<file path="src/rtl/core/cossim_pkg.sv">
`timescale 1ns / 1ps

package cossim_pkg;

   // vector length limit and the widths that follow from it
   localparam int MAX_DIM = 4096;
   localparam int PAIR_W  = $clog2(MAX_DIM + 1);
   localparam int ELEM_W  = 16;
   localparam int SUM_W   = 32 + $clog2(MAX_DIM);
   localparam int PROD_W  = 2 * SUM_W;

   // quotient 2^32 * dot^2 / (xe * ye) never exceeds 2^32
   localparam int QUO_W  = 33;
   localparam int ROOT_W = 17;
   localparam int SIM_W  = 16;

   localparam int MUL_STEPS  = SUM_W;
   localparam int DIV_STEPS  = QUO_W;
   localparam int SQRT_STEPS = (QUO_W + 1) / 2;
   localparam int STEP_MAX   = (MUL_STEPS > DIV_STEPS) ? MUL_STEPS : DIV_STEPS;
   localparam int STEP_W     = $clog2(STEP_MAX);

   typedef enum logic [1:0] {
      STATUS_OK       = 2'd0,
      STATUS_ZERO     = 2'd1,
      STATUS_OVERFLOW = 2'd2
   } status_type;

   typedef enum logic [2:0] {
      ST_ACCUM,
      ST_CHECK,
      ST_MUL,
      ST_DIV_LOAD,
      ST_DIV,
      ST_SQRT_LOAD,
      ST_SQRT,
      ST_EMIT
   } state_type;

   typedef struct packed {
      logic accept;
      logic clear;
   } acc_cmd_type;

   typedef struct packed {
      logic overflowed;
      logic energy_zero;
   } acc_stat_type;

   typedef struct packed {
      logic       load_mul;
      logic       mul_step;
      logic       load_div;
      logic       div_step;
      logic       load_sqrt;
      logic       sqrt_step;
      logic       emit;
      status_type status;
   } mag_cmd_type;

endpackage

</file>
<file path="src/rtl/core/cosine_similarity_core.sv">
`timescale 1ns / 1ps

// cosine similarity of two vectors streamed as element pairs
// req channel: one word per element pair, x and y in signed q1.15, req_tlast on the final pair
// rsp channel: one word per vector pair, similarity in signed q1.15 and a status code
//   status 0 ok, 1 one vector has zero magnitude, 2 more than the supported element count
//   similarity is zero whenever status is nonzero, +1.0 saturates to 32767
// throughput: one pair per cycle inside a vector, the accumulators take a pair every cycle
// after the last pair req_tready drops while the result is worked out:
//   the check state, then for a good result 44 multiply steps (shift-add, two products),
//   1 + 33 divide steps and 1 + 17 square root steps, then the emit state, which waits
//   while an earlier result is still not taken; error results go from check straight to emit
// the sums clear in the check state, so the next vector may start right after the result
// a result waiting for rsp_tready does not block new pairs; only the next emit waits for it
// reset clears the sums, the pair count, the overflow flag and the output valid
module cosine_similarity_core (
   input  logic        clock,
   input  logic        reset,
   input  logic        req_tvalid,
   output logic        req_tready,
   input  logic [31:0] req_tdata,   // x_element [15:0], y_element [31:16]
   input  logic        req_tlast,
   output logic        rsp_tvalid,
   input  logic        rsp_tready,
   output logic [15:0] rsp_tdata,   // similarity [15:0]
   output logic [1:0]  rsp_tuser    // status [1:0]
);

   cossim_pkg::acc_cmd_type  acc_cmd;
   cossim_pkg::acc_stat_type acc_stat;
   cossim_pkg::mag_cmd_type  mag_cmd;
   logic                     out_busy;

   logic [cossim_pkg::SUM_W-1:0]        x_energy;
   logic [cossim_pkg::SUM_W-1:0]        y_energy;
   logic signed [cossim_pkg::SUM_W-1:0] cross_sum;

   // sequencer: accepts pairs and walks the multiply, divide and root steps
   cossim_ctrl u_ctrl (
      .clock      (clock),
      .reset      (reset),
      .req_tvalid (req_tvalid),
      .req_tlast  (req_tlast),
      .req_tready (req_tready),
      .acc_stat   (acc_stat),
      .out_busy   (out_busy),
      .acc_cmd    (acc_cmd),
      .mag_cmd    (mag_cmd)
   );

   // running sums of x*x, y*y and x*y
   cossim_accum u_accum (
      .clock     (clock),
      .reset     (reset),
      .acc_cmd   (acc_cmd),
      .x_element ($signed(req_tdata[15:0])),
      .y_element ($signed(req_tdata[31:16])),
      .x_energy  (x_energy),
      .y_energy  (y_energy),
      .cross_sum (cross_sum),
      .acc_stat  (acc_stat)
   );

   // rounded 32768 * dot / sqrt(xe * ye) and the output word register
   cossim_magnitude u_magnitude (
      .clock      (clock),
      .reset      (reset),
      .cmd        (mag_cmd),
      .x_energy   (x_energy),
      .y_energy   (y_energy),
      .cross_sum  (cross_sum),
      .rsp_tready (rsp_tready),
      .rsp_tvalid (rsp_tvalid),
      .rsp_tdata  (rsp_tdata),
      .rsp_tuser  (rsp_tuser),
      .out_busy   (out_busy)
   );

endmodule

</file>
<file path="src/rtl/core/cossim_accum.sv">
`timescale 1ns / 1ps

module cossim_accum (
   input  logic                                clock,
   input  logic                                reset,
   input  cossim_pkg::acc_cmd_type             acc_cmd,
   input  logic signed [cossim_pkg::ELEM_W-1:0] x_element,
   input  logic signed [cossim_pkg::ELEM_W-1:0] y_element,
   output logic [cossim_pkg::SUM_W-1:0]        x_energy,
   output logic [cossim_pkg::SUM_W-1:0]        y_energy,
   output logic signed [cossim_pkg::SUM_W-1:0] cross_sum,
   output cossim_pkg::acc_stat_type            acc_stat
);

   logic [cossim_pkg::SUM_W-1:0]          x_energy_ff, x_energy_in;
   logic [cossim_pkg::SUM_W-1:0]          y_energy_ff, y_energy_in;
   logic signed [cossim_pkg::SUM_W-1:0]   cross_sum_ff, cross_sum_in;
   logic [cossim_pkg::PAIR_W-1:0]         pair_count_ff, pair_count_in;
   logic                                  overflowed_ff, overflowed_in;
   logic signed [2*cossim_pkg::ELEM_W-1:0] xx, yy, xy;
   logic                                  full;

   always_comb begin
      xx = x_element * x_element;
      yy = y_element * y_element;
      xy = x_element * y_element;
      full = (pair_count_ff >= cossim_pkg::PAIR_W'(cossim_pkg::MAX_DIM));

      x_energy_in   = x_energy_ff;
      y_energy_in   = y_energy_ff;
      cross_sum_in  = cross_sum_ff;
      pair_count_in = pair_count_ff;
      overflowed_in = overflowed_ff;

      if (acc_cmd.clear) begin
         x_energy_in   = '0;
         y_energy_in   = '0;
         cross_sum_in  = '0;
         pair_count_in = '0;
         overflowed_in = 1'b0;
      end else if (acc_cmd.accept) begin
         if (full) begin
            overflowed_in = 1'b1;
         end else begin
            x_energy_in   = x_energy_ff + cossim_pkg::SUM_W'($unsigned(xx));
            y_energy_in   = y_energy_ff + cossim_pkg::SUM_W'($unsigned(yy));
            cross_sum_in  = cross_sum_ff + cossim_pkg::SUM_W'(xy);
            pair_count_in = pair_count_ff + 1'b1;
         end
      end
   end

   always_ff @(posedge clock) begin
      if (reset) begin
         x_energy_ff   <= '0;
         y_energy_ff   <= '0;
         cross_sum_ff  <= '0;
         pair_count_ff <= '0;
         overflowed_ff <= 1'b0;
      end else begin
         x_energy_ff   <= x_energy_in;
         y_energy_ff   <= y_energy_in;
         cross_sum_ff  <= cross_sum_in;
         pair_count_ff <= pair_count_in;
         overflowed_ff <= overflowed_in;
      end
   end

   assign x_energy             = x_energy_ff;
   assign y_energy             = y_energy_ff;
   assign cross_sum            = cross_sum_ff;
   assign acc_stat.overflowed  = overflowed_ff;
   assign acc_stat.energy_zero = (x_energy_ff == '0) || (y_energy_ff == '0);

endmodule

</file>
<file path="src/rtl/core/cossim_magnitude.sv">
`timescale 1ns / 1ps

module cossim_magnitude (
   input  logic                                clock,
   input  logic                                reset,
   input  cossim_pkg::mag_cmd_type             cmd,
   input  logic [cossim_pkg::SUM_W-1:0]        x_energy,
   input  logic [cossim_pkg::SUM_W-1:0]        y_energy,
   input  logic signed [cossim_pkg::SUM_W-1:0] cross_sum,
   input  logic                                rsp_tready,
   output logic                                rsp_tvalid,
   output logic [cossim_pkg::SIM_W-1:0]        rsp_tdata,
   output logic [1:0]                          rsp_tuser,
   output logic                                out_busy
);

   localparam int PW = cossim_pkg::PROD_W;
   localparam int SW = cossim_pkg::SUM_W;
   localparam int QW = cossim_pkg::QUO_W;

   // shift-add multipliers: xe * ye and |dot| * |dot|
   logic [PW-1:0] pe_ff, pe_in, pd_ff, pd_in;
   logic [PW-1:0] me_ff, me_in, md_ff, md_in;
   logic [SW-1:0] re_ff, re_in, rd_ff, rd_in;
   logic          neg_ff, neg_in;
   // restoring divider
   logic [PW-1:0] rem_ff, rem_in;
   logic [QW-1:0] dbits_ff, dbits_in;
   logic [QW-1:0] quo_ff, quo_in;
   // digit-by-digit square root
   logic [QW-1:0] num_ff, num_in, res_ff, res_in, bit_ff, bit_in;
   // output word
   logic                          rsp_valid_ff, rsp_valid_in;
   logic [cossim_pkg::SIM_W-1:0]  sim_ff, sim_in;
   cossim_pkg::status_type        status_ff, status_in;

   logic [SW-1:0]                 adot;
   logic [PW:0]                   shifted, diff;
   logic [QW:0]                   trial;
   logic [cossim_pkg::ROOT_W:0]   root_inc;
   logic [cossim_pkg::SIM_W-1:0]  mag;

   always_comb begin
      adot     = cross_sum[SW-1] ? SW'(-cross_sum) : SW'(cross_sum);
      shifted  = {rem_ff, dbits_ff[QW-1]};
      diff     = shifted - {1'b0, pe_ff};
      trial    = {1'b0, res_ff} + {1'b0, bit_ff};
      root_inc = {1'b0, res_ff[cossim_pkg::ROOT_W-1:0]} + 1'b1;
      mag      = root_inc[cossim_pkg::SIM_W:1];

      pe_in = pe_ff; pd_in = pd_ff; me_in = me_ff; md_in = md_ff;
      re_in = re_ff; rd_in = rd_ff; neg_in = neg_ff;
      rem_in = rem_ff; dbits_in = dbits_ff; quo_in = quo_ff;
      num_in = num_ff; res_in = res_ff; bit_in = bit_ff;
      sim_in = sim_ff; status_in = status_ff;

      if (cmd.load_mul) begin
         pe_in  = '0;
         pd_in  = '0;
         me_in  = PW'(x_energy);
         md_in  = PW'(adot);
         re_in  = y_energy;
         rd_in  = adot;
         neg_in = cross_sum[SW-1];
      end
      if (cmd.mul_step) begin
         if (re_ff[0]) pe_in = pe_ff + me_ff;
         if (rd_ff[0]) pd_in = pd_ff + md_ff;
         me_in = me_ff << 1;
         md_in = md_ff << 1;
         re_in = re_ff >> 1;
         rd_in = rd_ff >> 1;
      end

      // dividend is dot^2 * 2^32, the top part preloads the remainder
      if (cmd.load_div) begin
         rem_in   = pd_ff >> 1;
         dbits_in = {pd_ff[0], {(QW-1){1'b0}}};
         quo_in   = '0;
      end
      if (cmd.div_step) begin
         dbits_in = dbits_ff << 1;
         if (!diff[PW]) begin
            rem_in = diff[PW-1:0];
            quo_in = {quo_ff[QW-2:0], 1'b1};
         end else begin
            rem_in = shifted[PW-1:0];
            quo_in = {quo_ff[QW-2:0], 1'b0};
         end
      end

      if (cmd.load_sqrt) begin
         num_in = quo_ff;
         res_in = '0;
         bit_in = {1'b1, {(QW-1){1'b0}}};
      end
      if (cmd.sqrt_step) begin
         bit_in = bit_ff >> 2;
         if ({1'b0, num_ff} >= trial) begin
            num_in = QW'({1'b0, num_ff} - trial);
            res_in = (res_ff >> 1) + bit_ff;
         end else begin
            res_in = res_ff >> 1;
         end
      end

      // largest odd t with t^2 <= quotient gives k = (root + 1) / 2
      if (cmd.emit) begin
         status_in = cmd.status;
         if (cmd.status != cossim_pkg::STATUS_OK) begin
            sim_in = '0;
         end else if (neg_ff) begin
            sim_in = -mag;
         end else if (mag[cossim_pkg::SIM_W-1]) begin
            sim_in = {1'b0, {(cossim_pkg::SIM_W-1){1'b1}}};
         end else begin
            sim_in = mag;
         end
      end

      if (cmd.emit) rsp_valid_in = 1'b1;
      else if (rsp_tready) rsp_valid_in = 1'b0;
      else rsp_valid_in = rsp_valid_ff;
   end

   always_ff @(posedge clock) begin
      pe_ff <= pe_in;   pd_ff <= pd_in;
      me_ff <= me_in;   md_ff <= md_in;
      re_ff <= re_in;   rd_ff <= rd_in;
      neg_ff <= neg_in;
      rem_ff <= rem_in; dbits_ff <= dbits_in; quo_ff <= quo_in;
      num_ff <= num_in; res_ff <= res_in; bit_ff <= bit_in;
      sim_ff <= sim_in; status_ff <= status_in;
   end

   always_ff @(posedge clock) begin
      if (reset) begin
         rsp_valid_ff <= 1'b0;
      end else begin
         rsp_valid_ff <= rsp_valid_in;
      end
   end

   assign rsp_tvalid = rsp_valid_ff;
   assign rsp_tdata  = sim_ff;
   assign rsp_tuser  = status_ff;
   assign out_busy   = rsp_valid_ff && !rsp_tready;

endmodule

</file>
<file path="src/rtl/core/cossim_ctrl.sv">
`timescale 1ns / 1ps

module cossim_ctrl (
   input  logic                         clock,
   input  logic                         reset,
   input  logic                         req_tvalid,
   input  logic                         req_tlast,
   output logic                         req_tready,
   input  cossim_pkg::acc_stat_type     acc_stat,
   input  logic                         out_busy,
   output cossim_pkg::acc_cmd_type      acc_cmd,
   output cossim_pkg::mag_cmd_type      mag_cmd
);

   localparam int CW = cossim_pkg::STEP_W;

   cossim_pkg::state_type  state_ff, state_in;
   logic [CW-1:0]          cnt_ff, cnt_in;
   cossim_pkg::status_type status_ff, status_in;

   always_comb begin
      state_in   = state_ff;
      cnt_in     = cnt_ff;
      status_in  = status_ff;
      req_tready = 1'b0;
      acc_cmd    = '0;
      mag_cmd    = '0;
      mag_cmd.status = status_ff;

      unique case (state_ff)
         cossim_pkg::ST_ACCUM: begin
            req_tready     = 1'b1;
            acc_cmd.accept = req_tvalid;
            if (req_tvalid && req_tlast) state_in = cossim_pkg::ST_CHECK;
         end
         cossim_pkg::ST_CHECK: begin
            acc_cmd.clear = 1'b1;
            cnt_in        = '0;
            if (acc_stat.overflowed) begin
               status_in = cossim_pkg::STATUS_OVERFLOW;
               state_in  = cossim_pkg::ST_EMIT;
            end else if (acc_stat.energy_zero) begin
               status_in = cossim_pkg::STATUS_ZERO;
               state_in  = cossim_pkg::ST_EMIT;
            end else begin
               status_in        = cossim_pkg::STATUS_OK;
               mag_cmd.load_mul = 1'b1;
               state_in         = cossim_pkg::ST_MUL;
            end
         end
         cossim_pkg::ST_MUL: begin
            mag_cmd.mul_step = 1'b1;
            cnt_in = cnt_ff + 1'b1;
            if (cnt_ff == CW'(cossim_pkg::MUL_STEPS - 1)) begin
               cnt_in   = '0;
               state_in = cossim_pkg::ST_DIV_LOAD;
            end
         end
         cossim_pkg::ST_DIV_LOAD: begin
            mag_cmd.load_div = 1'b1;
            state_in = cossim_pkg::ST_DIV;
         end
         cossim_pkg::ST_DIV: begin
            mag_cmd.div_step = 1'b1;
            cnt_in = cnt_ff + 1'b1;
            if (cnt_ff == CW'(cossim_pkg::DIV_STEPS - 1)) begin
               cnt_in   = '0;
               state_in = cossim_pkg::ST_SQRT_LOAD;
            end
         end
         cossim_pkg::ST_SQRT_LOAD: begin
            mag_cmd.load_sqrt = 1'b1;
            state_in = cossim_pkg::ST_SQRT;
         end
         cossim_pkg::ST_SQRT: begin
            mag_cmd.sqrt_step = 1'b1;
            cnt_in = cnt_ff + 1'b1;
            if (cnt_ff == CW'(cossim_pkg::SQRT_STEPS - 1)) begin
               cnt_in   = '0;
               state_in = cossim_pkg::ST_EMIT;
            end
         end
         cossim_pkg::ST_EMIT: begin
            if (!out_busy) begin
               mag_cmd.emit = 1'b1;
               state_in     = cossim_pkg::ST_ACCUM;
            end
         end
         default: begin
            state_in = cossim_pkg::ST_ACCUM;
         end
      endcase
   end

   always_ff @(posedge clock) begin
      if (reset) begin
         state_ff  <= cossim_pkg::ST_ACCUM;
         cnt_ff    <= '0;
         status_ff <= cossim_pkg::STATUS_OK;
      end else begin
         state_ff  <= state_in;
         cnt_ff    <= cnt_in;
         status_ff <= status_in;
      end
   end

endmodule

</file>
<file path="config.mk">
export PLATFORM = sky130hd
export DESIGN_NAME = cosine_similarity_core
export DESIGN_NICKNAME = d
export VERILOG_FILES = /design/src/rtl/core/cossim_pkg.sv /design/src/rtl/core/cosine_similarity_core.sv /design/src/rtl/core/cossim_accum.sv /design/src/rtl/core/cossim_magnitude.sv /design/src/rtl/core/cossim_ctrl.sv
export SDC_FILE = /design/constraint.sdc
export NUM_CORES = 2
export LEC_CHECK = 0
export BUFFER_PORTS_ARGS = -buffer_cell sky130_fd_sc_hd__buf_4
export CAP_MARGIN = 20
export CORE_AREA = 2 2 384 386
export CTS_BUF_LIST = sky130_fd_sc_hd__clkbuf_8
export DETAILED_ROUTE_END_ITERATION = 10
export DIE_AREA = 0 0 386 388
export PLACE_DENSITY = 0.86
export SYNTH_ARGS = -nofsm -noshare
export SYNTH_HDL_FRONTEND = slang
export SYNTH_SLANG_ARGS = --single-unit
export TNS_END_PERCENT = 50
</file>
<file path="constraint.sdc">
create_clock -name clock -period 10 [get_ports clock]
set_clock_uncertainty 0.1 [all_clocks]
set_input_delay 2 -clock clock [delete_from_list [all_inputs] [get_ports clock]]
set_output_delay 2 -clock clock [all_outputs]
set_load 0.02 [all_outputs]
</file>
==> key figures <==
Cells and area
  • Commonest cells after routing, fill and taps aside: nand2_1, inv_1, fa_1
  • Area Overhead vs Synth: 7.487%
  • Fin cells: approximately 12000
  • Commonest non-fill, non-tap cell in the layout: nand2_1
  • Final Cell Area: 91720 um^2
  • Share of cells above drive strength 1: 0.06087
  • Nets@finish: ~11000
  • Filler Cell Count: 11840
  • Final core occ: 0.6316

Synthesis
  • Post-synthesis mux area share: 0.005308
  • Post-Synth Simple-Gate Area: 0.1603
  • Main synth FF type: edfxtp_1
  • Adder-cell area share of the yosys netlist: 0.2963
  • Cell variety after synth: between 80 and 90
  • Post-Synthesis Cells: roughly 9900
  • Asr flop ratio synth: 0
  • Post-synthesis compound-gate area fraction: 0.1576
  • Synth area leaders: fa_1, edfxtp_1, ha_1
  • #FFs+latches synth: between 800 and 900
  • Yosys top cell area share: 0.1936
  • Warnings from Yosys: 0
  • Largest family of logic cells by synthesized area: adder cells
  • EDFF count, synth: 450
  • Xor and xnor fraction of the mapped netlist area: 0.06250
  • Cell taking the most area after synthesis: fa_1
  • Mapped cell area: ~85000 um^2
  • Syn avg cell area: about 8.7 um^2
  • Syn nets: about 11000
  • Sequential element share of the synthesized area: 0.2456

Worst setup path
  • CP max FO: 20
  • Crit end category: flip-flop
  • Worst Path Required: between 10000 and 15000 ps
  • CP max-delay cell: fa_1
  • Crit-path max cell delay: 550 ps
  • Buf/Inv on CP: 7
  • Worst setup path class: primary input to flip-flop
  • Crit path DAT: 10100 ps
  • CP dominant cell by count: fa_1
  • Delay-heaviest family, CP: adder cells
  • CP Launch Type: primary input

Floorplanning
  • Full die area: 149800 um^2
  • Die width: around 390 um
  • Die Y: 388 um
  • Ports: 57
  • Core footprint: 145200 um^2
  • Rows: 140
  • Initial core utilization: 0.5876

Timing
  • Fin. Hold Viols: 0
  • Post-route clock period utilization: 0.9450
  • Setup violators final: 0
  • Slew @ Worst Pin: 1172 ps
  • RSZ-0062 raised after global routing: no
  • Hold Slack: roughly 360 ps
  • Fmax: 105.8 MHz
  • Max-slew violations: 0
  • Slew margin rel.: 0.2171
  • Min Tclk post-route: 9450 ps

Placement
  • Area after DPL: around 88000 um^2
  • Placed cells: approximately 12000
  • RD Place Congestion: approximately 1
  • HPWL after detailed placement: approximately 190 mm
  • Port Buf Inserts: between 50 and 60

CTS
  • Insertion delay to the later sink of the worst-skew pair: ~930 ps
  • # resized after CTS: 0
  • CTS sink cnt: slightly above 800
  • # Post-CTS Setup Buffers: 0
  • Num CTS Buffers: roughly 150
  • Reg clk slew, reported paths: 60 ps
  • Hold buffers post-CTS: 0
  • H-tree depth: 4
  • CTS Buffer Depth: 3
  • CTS tree: done
  • CTS root buf: clkbuf_8

Drt
  • Total number of vias: 71100
  • WL per Instance: around 20 um
  • Drc violations: 0
  • TritonRoute pass-1 iters: 6
  • Antenna viol nets, final: 0
  • Vias/cell: between 5 and 6
  • DR iter-0 viols: between 5000 and 6000
  • Post-Route WL: between 200 and 250 mm

Flow run
  • Max cap viols: 0

Global route
  • GR Overflow Total: 0
  • Largest net degree at the start of global routing: between 150 and 200
  • Antenna violations before repair: 5
  • First-pass GRT wire length: around 380 mm
  • Vias in the first global route: around 73000
  • Overall Global Routing Usage: 0.3187

Status
  • Outcome: completed

Worst hold path
  • Worst min path class: flip-flop to flip-flop
[worst paths after layout]
kind | slack (ps) | cells after the start | startpoint | end
worst max register to register | 2580 | 23 | u_accum.cross_sum[15] | u_accum.cross_sum[42]
worst min register to register | 360 | 2 | u_magnitude.re_ff[43] | u_magnitude.re_ff[43]
worst min-delay path | 360 | 2 | u_magnitude.re_ff[43] | u_magnitude.re_ff[43]
worst max-delay path | 550 | 36 | req_tdata[19] | u_accum.y_energy[40]
[sequential cells by signal, indices dropped and copies added, names as in the netlist, 13 cells and up]
name,flops
u_accum.cross_sum,44
u_accum.pair_count_ff,13
u_accum.x_energy,44
u_accum.y_energy,44
u_magnitude.bit_ff,17
u_magnitude.md_ff,88
u_magnitude.me_ff,88
u_magnitude.num_ff,33
u_magnitude.pd_ff,88
u_magnitude.pe_ff,88
u_magnitude.quo_ff,33
u_magnitude.rd_ff,44
u_magnitude.re_ff,44
u_magnitude.rem_ff,88
u_magnitude.res_ff,33
u_magnitude.rsp_tdata,16
[cells by family (layout without fill, tap and decap cells)]
kind of cell	after synthesis	count (layout)
buf+inv	1641	1762
mux	45	45
simple gates	2970	2970
compound gates	2239	2239
flops	822	822
xor+xnor	608	608
fa+ha+maj	1526	1526
other cells	0	7
[worst reg2reg max path, cell delays in order (launching register included)]
cell and delay, ps:
dfxtp_1 460, inv_1 210, fa_1 560, inv_1 60, fa_1 490, fa_1 530
inv_1 60, fa_1 490, fa_1 490, inv_1 50, ha_1 340, and3_1 240
nand3_1 120, nor2_1 70, and3_1 190, a2111o_1 490, a221oi_1 560, nor2_1 200
o21a_1 290, a31oi_1 300, o21ai_0 250, a311oi_1 450, xor2_1 190, o21ai_0 100
[area by class of cell]
type	count	area (um^2)	area share
antenna	7	17.52	0.0001910
clock buffer	166	2285	0.02491
clock inverter	107	927.1	0.01011
inverter	1182	4437	0.04837
multi-input combinational	7388	58320	0.6359
sequential	822	20960	0.2286
tap	1917	2399	0.02615
timing repair buffer	307	2367	0.02581
[stage by stage]
step / worst slack (ps) / setup TNS (ps)
2_1_floorplan: 83.51 / 0
3_3_place_gp: -224.1 / -1062
3_5_place_dp: -316.5 / -3975
4_1_cts: 650.1 / 0
5_1_grt: 124.2 / 0
6_report: 550.2 / 0
[cell usage after synthesis (all sizes together) (10+ instances only)]
cell type and count:
a22o 13, a221oi 18, a21boi 19, ha 701, o211ai 31, fa 825, o21bai 89, a21o 241
o41ai 17, edfxtp 450, or3 38, mux2i 43, or2 19, dfxtp 372, o21ai 668, a211o 13
nand4 129, nand3b 10, and3 103, and4 10, nand2 1291, or4 13, o21a 58, and2 290
o31ai 56, a211oi 65, a21oi 765, nand3 228, buf 29, nand2b 72, o221ai 10, xnor2 336
nor3 84, a31o 24, xor2 272, nor2b 73, nor2 549, inv 1177, clkbuf 430, a31oi 66
nor4 44
[layer usage]
| layer | global-route usage | vias up | share of wire |
|---|---|---|---|
| li1 | - | 33160 | - |
| met5 | 0 | - | 0.000054 |
| met2 | 0.5405 | 2680 | 0.48 |
| met3 | 0.05233 | 730 | 0.066 |
| met1 | 0.3865 | 34520 | 0.39 |
| met4 | 0.1704 | 2 | 0.060 |
Power is not shown: default switching activity piles up to over one toggle a cycle in this logic, so the estimate is an artifact.
